File: src/rtl/core/lfpd_pkg.sv
// Shared types, codes and limits for the line-follow PD motor drive.
// Used by every module of the block; depends on nothing.
package lfpd_pkg;

    // Item kinds carried on the input channel.
    localparam logic [1:0] KIND_SAMPLE = 2'd0;
    localparam logic [1:0] KIND_MANUAL = 2'd1;
    localparam logic [1:0] KIND_STOP   = 2'd2;
    localparam logic [1:0] KIND_UNUSED = 2'd3;

    // Configuration register indexes.
    localparam logic [2:0] CFG_GAIN_P      = 3'd0;
    localparam logic [2:0] CFG_GAIN_D      = 3'd1;
    localparam logic [2:0] CFG_CRUISE      = 3'd2;
    localparam logic [2:0] CFG_BIAS_LEFT   = 3'd3;
    localparam logic [2:0] CFG_BIAS_CENTRE = 3'd4;
    localparam logic [2:0] CFG_BIAS_RIGHT  = 3'd5;

    // Motor select code that picks motor A for a manual speed.
    localparam logic [7:0] MOTOR_SEL_A = 8'd2;

    // Limits of the control law.
    localparam int SENSE_MAX  = 100;
    localparam int ERR_LIMIT  = 30;
    localparam int LINE_LIMIT = 150;
    localparam int DRIVE_MAX  = 255;

    // Result of the sensor front end for one sample.
    typedef struct packed {
        logic              line;
        logic signed [6:0] err;
    } sense_t;

    // Drive outputs of one motor.
    typedef struct packed {
        logic       dir;
        logic [7:0] pwm;
    } motor_t;

endpackage

File: src/rtl/core/line_follow_pd_motor_drive.sv
// Top level of the line-follow PD motor drive: input register, PD law, result register.
// Depends on lfpd_pkg, lfpd_sense and lfpd_drive.
//
// Usage:
// The input channel (in_valid/in_ready) takes one beat per item: a sensor sample,
// a manual speed write or a stop/go command. The output channel (out_valid/out_ready)
// delivers one beat for each sensor sample and each stop/go command; manual speed
// writes and the unused kind give no beat. The configuration channel
// (cfg_valid/cfg_ready, cfg_index, cfg_data) is always ready and writes one register
// per beat; it is meant to be used while the block is idle.
// A result passes through the input register, then the result register, before it is on
// the output. Throughput: one item per cycle while the receiver takes results, set by the
// single combinational pass from the input register to the result register.
// When the receiver stalls, the result register holds its beat, the input register
// keeps one more item, and in_ready drops only once both are full.
// Reset clears the control state, the gains to zero, cruise speed to 50 and the
// biases to 3, 0 and -2; no clearing pass is needed.
module line_follow_pd_motor_drive
    import lfpd_pkg::*;
(
    input  logic               clk,
    input  logic               rst_n,
    input  logic               in_valid,
    output logic               in_ready,
    input  logic [1:0]         kind,
    input  logic [9:0]         sensor_left,
    input  logic [9:0]         sensor_centre,
    input  logic [9:0]         sensor_right,
    input  logic [7:0]         motor_select,
    input  logic signed [15:0] manual_value,
    output logic               out_valid,
    input  logic               out_ready,
    output logic               dir_a,
    output logic [7:0]         pwm_a,
    output logic               dir_b,
    output logic [7:0]         pwm_b,
    output logic               line_mode,
    output logic               stop_report,
    input  logic               cfg_valid,
    output logic               cfg_ready,
    input  logic [2:0]         cfg_index,
    input  logic [15:0]        cfg_data
);

    // Configuration registers.
    logic signed [15:0] gain_p_reg;
    logic signed [15:0] gain_d_reg;
    logic signed [15:0] cruise_reg;
    logic signed [7:0]  bias_left_reg;
    logic signed [7:0]  bias_centre_reg;
    logic signed [7:0]  bias_right_reg;

    // Control state.
    logic signed [6:0]  prev_error_reg;
    logic               report_done_reg;
    logic signed [15:0] manual_a_reg;
    logic signed [15:0] manual_b_reg;

    // Input register.
    logic               s1_valid_reg;
    logic [1:0]         s1_kind_reg;
    logic [9:0]         s1_left_reg;
    logic [9:0]         s1_centre_reg;
    logic [9:0]         s1_right_reg;
    logic [7:0]         s1_select_reg;
    logic signed [15:0] s1_value_reg;

    // Result register.
    logic               out_valid_reg;
    motor_t             motor_a_reg;
    motor_t             motor_b_reg;
    logic               line_reg;
    logic               report_reg;

    logic               in_fire;
    logic               s1_fire;
    logic               s1_result;
    logic               s1_valid_next;
    logic               out_valid_next;
    sense_t             sense;
    logic signed [15:0] err_ext;
    logic signed [7:0]  derr;
    logic signed [15:0] derr_ext;
    logic signed [15:0] p_prod;
    logic signed [15:0] d_prod;
    logic signed [15:0] corr;
    logic signed [15:0] sum_a;
    logic signed [15:0] sum_b;
    logic signed [15:0] line_a;
    logic signed [15:0] line_b;
    logic signed [15:0] speed_a;
    logic signed [15:0] speed_b;
    motor_t             drive_a;
    motor_t             drive_b;
    motor_t             motor_a_next;
    motor_t             motor_b_next;
    logic               line_next;
    logic               report_next;

    // Handshake: the input register moves on whenever the result slot is free.
    assign cfg_ready = 1'b1;
    assign s1_fire   = s1_valid_reg && (!out_valid_reg || out_ready);
    assign s1_result = (s1_kind_reg == KIND_SAMPLE) || (s1_kind_reg == KIND_STOP);
    assign in_ready  = !s1_valid_reg || s1_fire;
    assign in_fire   = in_valid && in_ready;

    always_comb
    begin
        s1_valid_next = s1_valid_reg;
        if (in_fire)
            s1_valid_next = 1'b1;
        else if (s1_fire)
            s1_valid_next = 1'b0;
        out_valid_next = out_valid_reg;
        if (s1_fire && s1_result)
            out_valid_next = 1'b1;
        else if (out_ready)
            out_valid_next = 1'b0;
    end

    // Sensor front end.
    lfpd_sense u_sense
    (
        .sensor_left   (s1_left_reg),
        .sensor_centre (s1_centre_reg),
        .sensor_right  (s1_right_reg),
        .bias_left     (bias_left_reg),
        .bias_centre   (bias_centre_reg),
        .bias_right    (bias_right_reg),
        .sense         (sense)
    );

    // PD correction in 16-bit wrapping arithmetic; only the low product bits are kept.
    assign err_ext  = {{9{sense.err[6]}}, sense.err};
    assign derr     = {sense.err[6], sense.err} - {prev_error_reg[6], prev_error_reg};
    assign derr_ext = {{8{derr[7]}}, derr};
    assign p_prod   = err_ext * gain_p_reg;
    assign d_prod   = derr_ext * gain_d_reg;
    assign corr     = p_prod + d_prod;
    assign sum_a    = cruise_reg + corr;
    assign sum_b    = cruise_reg - corr;

    // Line speeds are limited before they reach the drive stage.
    always_comb
    begin
        if (sum_a < -LINE_LIMIT)
            line_a = -16'(LINE_LIMIT);
        else if (sum_a > LINE_LIMIT)
            line_a = 16'(LINE_LIMIT);
        else
            line_a = sum_a;
        if (sum_b < -LINE_LIMIT)
            line_b = -16'(LINE_LIMIT);
        else if (sum_b > LINE_LIMIT)
            line_b = 16'(LINE_LIMIT);
        else
            line_b = sum_b;
    end

    // A stop/go command drives zero; a sample off the line drives the manual speeds.
    always_comb
    begin
        if (s1_kind_reg == KIND_STOP)
        begin
            speed_a = '0;
            speed_b = '0;
        end
        else if (sense.line)
        begin
            speed_a = line_a;
            speed_b = line_b;
        end
        else
        begin
            speed_a = manual_a_reg;
            speed_b = manual_b_reg;
        end
    end

    lfpd_drive u_drive_a
    (
        .speed (speed_a),
        .motor (drive_a)
    );

    lfpd_drive u_drive_b
    (
        .speed (speed_b),
        .motor (drive_b)
    );

    // Result beat contents.
    always_comb
    begin
        motor_a_next = drive_a;
        motor_b_next = drive_b;
        line_next    = 1'b0;
        report_next  = 1'b0;
        if (s1_kind_reg == KIND_SAMPLE)
        begin
            line_next   = sense.line;
            report_next = !sense.line && !report_done_reg;
        end
    end

    // Configuration writes; indexes beyond the list are ignored.
    always_ff @(posedge clk or negedge rst_n)
    begin
        if (!rst_n)
        begin
            gain_p_reg      <= 16'sd0;
            gain_d_reg      <= 16'sd0;
            cruise_reg      <= 16'sd50;
            bias_left_reg   <= 8'sd3;
            bias_centre_reg <= 8'sd0;
            bias_right_reg  <= -8'sd2;
        end
        else if (cfg_valid && cfg_ready)
        begin
            case (cfg_index)
                CFG_GAIN_P:      gain_p_reg      <= cfg_data;
                CFG_GAIN_D:      gain_d_reg      <= cfg_data;
                CFG_CRUISE:      cruise_reg      <= cfg_data;
                CFG_BIAS_LEFT:   bias_left_reg   <= cfg_data[7:0];
                CFG_BIAS_CENTRE: bias_centre_reg <= cfg_data[7:0];
                CFG_BIAS_RIGHT:  bias_right_reg  <= cfg_data[7:0];
                default:         ;
            endcase
        end
    end

    // Control state advances as each item leaves the input register.
    always_ff @(posedge clk or negedge rst_n)
    begin
        if (!rst_n)
        begin
            prev_error_reg  <= '0;
            report_done_reg <= 1'b0;
            manual_a_reg    <= '0;
            manual_b_reg    <= '0;
        end
        else if (s1_fire)
        begin
            case (s1_kind_reg)
                KIND_SAMPLE:
                begin
                    prev_error_reg  <= sense.err;
                    report_done_reg <= !sense.line;
                end
                KIND_MANUAL:
                begin
                    if (s1_select_reg == MOTOR_SEL_A)
                        manual_a_reg <= s1_value_reg;
                    else
                        manual_b_reg <= s1_value_reg;
                end
                KIND_STOP:
                begin
                    manual_a_reg <= '0;
                    manual_b_reg <= '0;
                end
                default:     ;
            endcase
        end
    end

    // Valid flags of the two stages.
    always_ff @(posedge clk or negedge rst_n)
    begin
        if (!rst_n)
        begin
            s1_valid_reg  <= 1'b0;
            out_valid_reg <= 1'b0;
        end
        else
        begin
            s1_valid_reg  <= s1_valid_next;
            out_valid_reg <= out_valid_next;
        end
    end

    // Payload of the input register.
    always_ff @(posedge clk)
    begin
        if (in_fire)
        begin
            s1_kind_reg   <= kind;
            s1_left_reg   <= sensor_left;
            s1_centre_reg <= sensor_centre;
            s1_right_reg  <= sensor_right;
            s1_select_reg <= motor_select;
            s1_value_reg  <= manual_value;
        end
    end

    // Payload of the result register.
    always_ff @(posedge clk)
    begin
        if (s1_fire && s1_result)
        begin
            motor_a_reg <= motor_a_next;
            motor_b_reg <= motor_b_next;
            line_reg    <= line_next;
            report_reg  <= report_next;
        end
    end

    assign out_valid   = out_valid_reg;
    assign dir_a       = motor_a_reg.dir;
    assign pwm_a       = motor_a_reg.pwm;
    assign dir_b       = motor_b_reg.dir;
    assign pwm_b       = motor_b_reg.pwm;
    assign line_mode   = line_reg;
    assign stop_report = report_reg;

    // An empty input register always takes a beat.
    assert property (@(posedge clk) disable iff (!rst_n) !s1_valid_reg |-> in_ready)
        else $error("input register empty but in_ready low");

    // A stop report is only given off the line.
    assert property (@(posedge clk) disable iff (!rst_n)
        out_valid && stop_report |-> !line_mode)
        else $error("stop report raised in line mode");

    // Line speeds are limited, so the duty cannot drop below the line floor.
    assert property (@(posedge clk) disable iff (!rst_n)
        out_valid && line_mode |-> (pwm_a >= 8'd105) && (pwm_b >= 8'd105))
        else $error("line mode duty beyond the line speed limit");

    // A sample off the line leaves the report marked as done.
    assert property (@(posedge clk) disable iff (!rst_n)
        s1_fire && (s1_kind_reg == KIND_SAMPLE) && !sense.line |=> report_done_reg)
        else $error("report state not set after leaving the line");

endmodule

File: src/rtl/core/lfpd_sense.sv
// Sensor front end: bias removal, reading clamps and the clamped line error.
// Depends on lfpd_pkg.
module lfpd_sense
    import lfpd_pkg::*;
(
    input  logic [9:0]        sensor_left,
    input  logic [9:0]        sensor_centre,
    input  logic [9:0]        sensor_right,
    input  logic signed [7:0] bias_left,
    input  logic signed [7:0] bias_centre,
    input  logic signed [7:0] bias_right,
    output sense_t            sense
);

    // Subtract the signed bias and clamp the reading to 0..SENSE_MAX.
    function automatic logic [6:0] clamp_reading(input logic [9:0] raw,
                                                 input logic signed [7:0] bias);
        logic signed [11:0] diff;
        diff = $signed({2'b00, raw}) - $signed({{4{bias[7]}}, bias});
        if (diff < 0)
            return 7'd0;
        else if (diff > SENSE_MAX)
            return 7'(SENSE_MAX);
        else
            return diff[6:0];
    endfunction

    logic [6:0]        level_left;
    logic [6:0]        level_centre;
    logic [6:0]        level_right;
    logic signed [7:0] raw_err;

    assign level_left   = clamp_reading(sensor_left, bias_left);
    assign level_centre = clamp_reading(sensor_centre, bias_centre);
    assign level_right  = clamp_reading(sensor_right, bias_right);

    // Left minus right, clamped to the error limit.
    assign raw_err = $signed({1'b0, level_left}) - $signed({1'b0, level_right});

    always_comb
    begin
        if (raw_err < -ERR_LIMIT)
            sense.err = -7'(ERR_LIMIT);
        else if (raw_err > ERR_LIMIT)
            sense.err = 7'(ERR_LIMIT);
        else
            sense.err = raw_err[6:0];
        sense.line = (level_centre == 7'(SENSE_MAX));
    end

endmodule

File: src/rtl/core/lfpd_drive.sv
// Motor drive stage: clamps a speed to the drive range and forms direction and duty.
// Depends on lfpd_pkg.
module lfpd_drive
    import lfpd_pkg::*;
(
    input  logic signed [15:0] speed,
    output motor_t             motor
);

    logic [7:0] magnitude;

    // The magnitude saturates at the drive limit in either direction.
    always_comb
    begin
        if (speed < -DRIVE_MAX || speed > DRIVE_MAX)
            magnitude = 8'(DRIVE_MAX);
        else if (speed[15])
            magnitude = 8'(-speed);
        else
            magnitude = speed[7:0];
        motor.dir = !speed[15];
        motor.pwm = 8'(DRIVE_MAX) - magnitude;
    end

endmodule

File: config.mk
export PLATFORM = sky130hd
export DESIGN_NAME = line_follow_pd_motor_drive
export DESIGN_NICKNAME = d
export VERILOG_FILES = /design/src/rtl/core/lfpd_pkg.sv /design/src/rtl/core/line_follow_pd_motor_drive.sv /design/src/rtl/core/lfpd_sense.sv /design/src/rtl/core/lfpd_drive.sv
export SDC_FILE = /design/constraint.sdc
export NUM_CORES = 1
export LEC_CHECK = 0
export ABC_AREA = 1
export BUFFER_PORTS_ARGS = -buffer_cell sky130_fd_sc_hd__buf_4
export CAP_MARGIN = 20
export CELL_PAD_IN_SITES_DETAIL_PLACEMENT = 1
export CELL_PAD_IN_SITES_GLOBAL_PLACEMENT = 1
export CORE_ASPECT_RATIO = 1.25
export CORE_MARGIN = 5
export CORE_UTILIZATION = 40
export CTS_CLUSTER_SIZE = 30
export DETAILED_ROUTE_END_ITERATION = 10
export GPL_ROUTABILITY_DRIVEN = 0
export MAX_ROUTING_LAYER = met4
export PLACE_DENSITY_LB_ADDON = 0.25
export SETUP_SLACK_MARGIN = 0.15
export SLEW_MARGIN = 15
export SYNTH_ARGS = -nofsm -noshare
export SYNTH_HDL_FRONTEND = slang
export SYNTH_SLANG_ARGS = --single-unit
File: constraint.sdc
create_clock -name clk -period 36 [get_ports clk]
set_input_delay 3.6 -clock clk [delete_from_list [all_inputs] [get_ports clk]]
set_output_delay 3.6 -clock clk [all_outputs]
set_load 0.1 [all_outputs]
-- Yosys cells after proc, flatten, opt, wreduce, memory -nomap -nowiden
Index checks and enable logic that the tools add are counted.
- add/subtract/negate cells: 12
- $mul: 2
- divide/modulo/power cells: 0
- magnitude comparators: 16
- equality and inequality tests: 11
- shift operators: 0
- muxes and demuxes: 28
- bitwise logic cells: 0
- reductions and logical operators: 29
- operators with widths (kind ; count):
    2-to-1 mux 16 bit ; 10
    greater-than comparator 16 x 9 -> 1 bit (second input constant) ; 4
    less-than comparator 16 x 9 -> 1 bit (second input constant) ; 4
    case mux 16 bit (2 select lines) ; 2
    2-to-1 mux 7 bit ; 8
    greater-than comparator 12 x 8 -> 1 bit (second input constant) ; 3
    less-than comparator 12 x 1 -> 1 bit (second input constant) ; 3
    subtractor 11 x 8 -> 12 bit ; 3
    adder 16 bit ; 2
    2-to-1 mux 8 bit ; 4
    multiplier 7 x 16 -> 16 bit ; 1
    multiplier 8 x 16 -> 16 bit ; 1
    negator 8 bit ; 2
    subtractor 16 bit ; 1
    subtractor 7 x 7 -> 8 bit ; 2
    subtractor 8 bit (first input constant) ; 2
    AND reduction 2 bit ; 7
    equality test 8 x 2 -> 1 bit (second input constant) ; 1
    greater-than comparator 8 x 6 -> 1 bit (second input constant) ; 1
    less-than comparator 8 x 6 -> 1 bit (second input constant) ; 1
    equality test 7 bit (second input constant) ; 1
    equality test 3 x 2 -> 1 bit (second input constant) ; 2
    equality test 3 bit (second input constant) ; 2
    logical NOT 1 bit ; 6
    11 further kinds ; 25
- register bits: 190
- bits in latches: 0
- bits in writable memories: 0
- bits in read-only memories: 0
- output and inout bits: 23
- logic and storage cells: 122
- memories: 0

-- Longest topological paths before layout
- depth after elaboration: 21
- gate-level depth with buffers: 91

-- Cells and area by module
A second synthesis with hierarchy kept.
- cells, all modules: 2313
- area, all modules: 18067.3 um^2
- by module, submodules not included (module ; times used ; cells an instance ; area an instance (um^2)):
    line_follow_pd_motor_drive ; 1 ; 1710 ; 14838.0
    lfpd_sense ; 1 ; 455 ; 2506.2
    lfpd_drive ; 2 ; 74 ; 361.6

-- Worst setup path after synthesis
Ideal clock, no wire load.
- path kind: register to register
- from: register bias_right_reg[2]
- to: register motor_a_reg, in the netlist pwm_a[7], data pin
- setup time: 260 ps
- data arrival time: 13091 ps
- path slack: 22649 ps
- cell stages (with the launch flop): 80
- path buffers: 1
- cells stage by stage: dfstp_2 -> inv_1 -> ha_1 -> nand3_1 -> nand2_1 -> a21oi_1 -> o21bai_1 -> a21oi_1 -> nor2_1 -> nor2_1 -> o21ai_0 -> a21oi_1 -> or2_2 -> nand2_1 -> nand3b_1 -> nor4_1 -> o21ai_0 -> nand2_1 -> (+44 left out) -> ha_1 -> inv_1 -> o21bai_1 -> a31oi_1 -> a21bo_2 -> a31oi_1 -> inv_1 -> nand3_1 -> nand2_2 -> nand2_4 -> nand2_2 -> o21ai_2 -> ha_1 -> nand2_1 -> nor2_1 -> nand2_1 -> a21oi_2 -> nor2_1
- RTL lines (item ; RTL line ; text):
    start: declaration ; line_follow_pd_motor_drive.sv:51 ; logic signed [7:0] bias_right_reg;
    start signal: assignment ; line_follow_pd_motor_drive.sv:216 ; bias_right_reg <= -8'sd2;
    start signal: assignment ; line_follow_pd_motor_drive.sv:226 ; CFG_BIAS_RIGHT: bias_right_reg <= cfg_data[7:0];
    end signal: assignment ; line_follow_pd_motor_drive.sv:301 ; motor_a_reg <= motor_a_next;
    end: declaration ; line_follow_pd_motor_drive.sv:70 ; motor_t motor_a_reg;

==> flow_summary.yaml <==
run_status:
  run_status: "completed"
logic_synthesis:
  ys_async_sr_fraction: 0.600
  syn_area_sq_um: 17400
  synth_nets: 2520
  yosysWarningCount: 0
  synth_edf_count: 76
  count_of_mapped_cells_out_of_synthesis: 2166
  synth.lib_cells_used.distinct: 56
  syn_area_per_cell_sq_um: 8.05
  ys_dominant_reg_cell: "dfrtp_1"
  synth.yosys.seq_area_share: 0.295
  synth.ff_latch_count: 190
grt:
  gr-usage-met3: 0.0264
  grt_util_met2: 0.409
  grt_first_pass_wirelength_microns: 81100
  antenna_found_initial: 2
  grt_overflow_total: 0
  grt.total_usage: 0.221
  global_route.peak_usage_layer: "met2"
  gr-usage-met1: 0.237
  grt_max_degree: 61
  grt_pass1_vias: 15600
routing:
  wire_per_inst_microns: 18.1
  dr_total_vias: 14200
  drt_pass1_iterations: 5
  route.detailed.drc: 0
  drtAntennaViolNets: 0
  drt-vias-per-instance: 5.02
  wl_microns: 50900
  drt_iter0_markers: 623
layout:
  fin_nets: 2594
  fillerInstances: 5281
  layout-drive-gt1-share: 0.100
  areaGrowthSynthToFinish_pct: 10.8
  multiInputGateArea_sq_um: 10400
  ff_latch_area_sq_um: 5150
worst_hold_path:
  hold_path_class: "flop to flop"
setup_path:
  ff_to_ff_setup_slack_ns: 20.60
  critPathArrivalTime_ns: 15.75
  setup.worst_path.end_class: "flop"
  critPathKind: "flop to flop"
  worstPathMaxFanout: 15
  slowest_delay_ns: 0.56
  cp-start-kind: "flop"
  crit_path_frequent_cell: "nand2_1"
  worst_path_max_delay_cell: "fa_1"
  critical_path_required_ns: 36.35
timing:
  final_worst_path_cycle_share: 0.428
  timing_worst_slew_pin_value_ns: 1.07
  final-setup-viol-count: 0
  upper_clock_frequency_limit_mhz: 64.9
  relSlewSlack: 0.286
  clock_skew_ns: 0.0213
  fin_tns_setup_ns: 0
  final-max-slew-violation-count: 0
  hold_violations: 0
  final.min_clock_period_ns: 15.40
  grt_setup_unrepaired: "no"
clock_network:
  cts.root.buffer_cell: "clkbuf_16"
  htree_num_levels: 4
  post_cts_buffers: 0
  cts_made_buffers: 17
  clk-insertion-delay-late_ns: 0.47
  hold_buffers: 0
  clkTransAtPathRegs_ns: 0.09
  clock_tree.buffer_depth: 2
  cts_repair_resize_count: 0
  tritoncts: "done"
  cts_sinks: 190
placement:
  port_buffers: 101
  detailed_place_hpwl_microns: 42000
floorplan:
  core_area_sq_um: 43100
  floorplan.io_pins: 103
  die_h_microns: 243
  fp.dieW_microns: 197
  rows: 85
  fp.dieArea_sq_um: 47900
  start_util: 0.405
run:
  cap_viol_max_count: 0
==> cell usage after synthesis (3+ instances only) <==
master	count	area, sq um
fa_1	145	2900
nand2_2	22	138
nand2_1	514	1930
a21oi_1	87	435
o311ai_0	3	26.3
ha_1	129	1610
inv_2	8	30.0
nand2_4	4	45.0
o21bai_1	15	113
dfrtp_1	102	2550
o2111ai_1	3	26.3
nor3_1	11	55.1
buf_6	3	33.8
buf_2	7	35.0
buf_1	7	26.3
nor2_1	169	634
o21a_1	4	30.0
o21ai_0	128	641
nor2_2	4	25.0
nand3_4	3	52.6
nand3b_1	16	120
nand4_1	20	125
nor4_1	5	31.3
xor2_1	53	464
dfstp_2	12	315
a31oi_1	10	62.6
clkinv_1	3	11.3
nand3_1	69	345
clkbuf_1	35	131
o211ai_1	5	37.5
or2_2	14	87.6
a211oi_1	3	22.5
nand3_2	5	50.1
a21oi_2	5	43.8
inv_1	423	1590
edfxtp_1	76	2280
xnor2_1	19	166
==> stage by stage <==
stage	utilization	hold WS, ns	setup WS (ns)	std cells	area (sq um)
floorplan	-	0.445	22.65	2166	17400
finish	0.449	0.487	20.60	2819	19300
global placement	0.435	0.464	21.14	2785	18700
detailed placement	0.435	0.473	20.61	2785	18700
global route	0.449	0.507	19.15	2819	19300
CTS	0.448	0.491	20.54	2817	19300
==> critical path, delay by kind of cell (launching register included) <==
family,cells,cell delay [ns]
adder cells (fa/ha/maj),11,4.91
AND/OR/NAND/NOR,33,4.52
AO/OA/AOI/OAI,17,3.30
buffers and inverters,12,1.29
XOR/XNOR,2,0.68
flip-flops,1,0.54
==> placed cells by master (no fill, tap or decap), drive strengths merged, types with 3 or more instances in the layout <==
master and n:
ha 129, buf 109, dfrtp 102, o21a 4
or2 16, o21ai 130, o311ai 3, nor4 5
nand3 77, nand3b 16, nand4 20, nor2 173
xor2 54, inv 436, nor3 11, a211oi 3
edfxtp 76, fa 145, o2111ai 3, dfstp 12
clkbuf 21, nand2 540, a21oi 93, o211ai 5
a31oi 10, xnor2 20, o21bai 15, clkinv 9
==> routing by layer <==
layer	wire length, microns	share of wire	vias to the layer above
met1	19500	0.38	6967
met3	1430	0.028	98
met2	27900	0.55	223
li1	-	-	6866
met4	2060	0.041	0
met5	0	0	-
==> path summary, 6_finish.rpt <==
path / startpoint / to / cells past startpoint
min: bias_centre_reg[6] / bias_centre_reg[6] / 2
min reg2reg: bias_centre_reg[6] / bias_centre_reg[6] / 2
max: bias_right_reg[2] / pwm_b[4] / 75
max in group asynchronous: rst_n / gain_d_reg[11] / 2
min in group asynchronous: rst_n / manual_b_reg[12] / 1
max reg2reg: bias_right_reg[2] / pwm_b[4] / 75
==> cell type report <==
| cell class | count | share of cell area |
|---|---|---|
| Clock buffer | 21 | 0.0239 |
| Sequential cell | 190 | 0.266 |
| Timing Repair Buffer | 109 | 0.0434 |
| Clock inverter | 11 | 0.00531 |
| Multi-Input combinational cell | 1488 | 0.540 |
| Tap cell | 565 | 0.0366 |
| Inverter | 434 | 0.0843 |
| Antenna cell | 1 | 0.000129 |
==> logic make-up after synthesis <==
| group | count (synthesis) | synth area share |
|---|---|---|
| xor+xnor | 74 | 0.0380 |
| compound gates | 276 | 0.0891 |
| buf+inv | 488 | 0.107 |
| simple gates | 863 | 0.211 |
| other cells | 1 | 0.000215 |
| fa+ha+maj | 274 | 0.259 |
| flops | 190 | 0.295 |
Power is left out: the tool's default activity adds up to more than one toggle a clock period on the data nets, which glitch-free logic cannot reach.
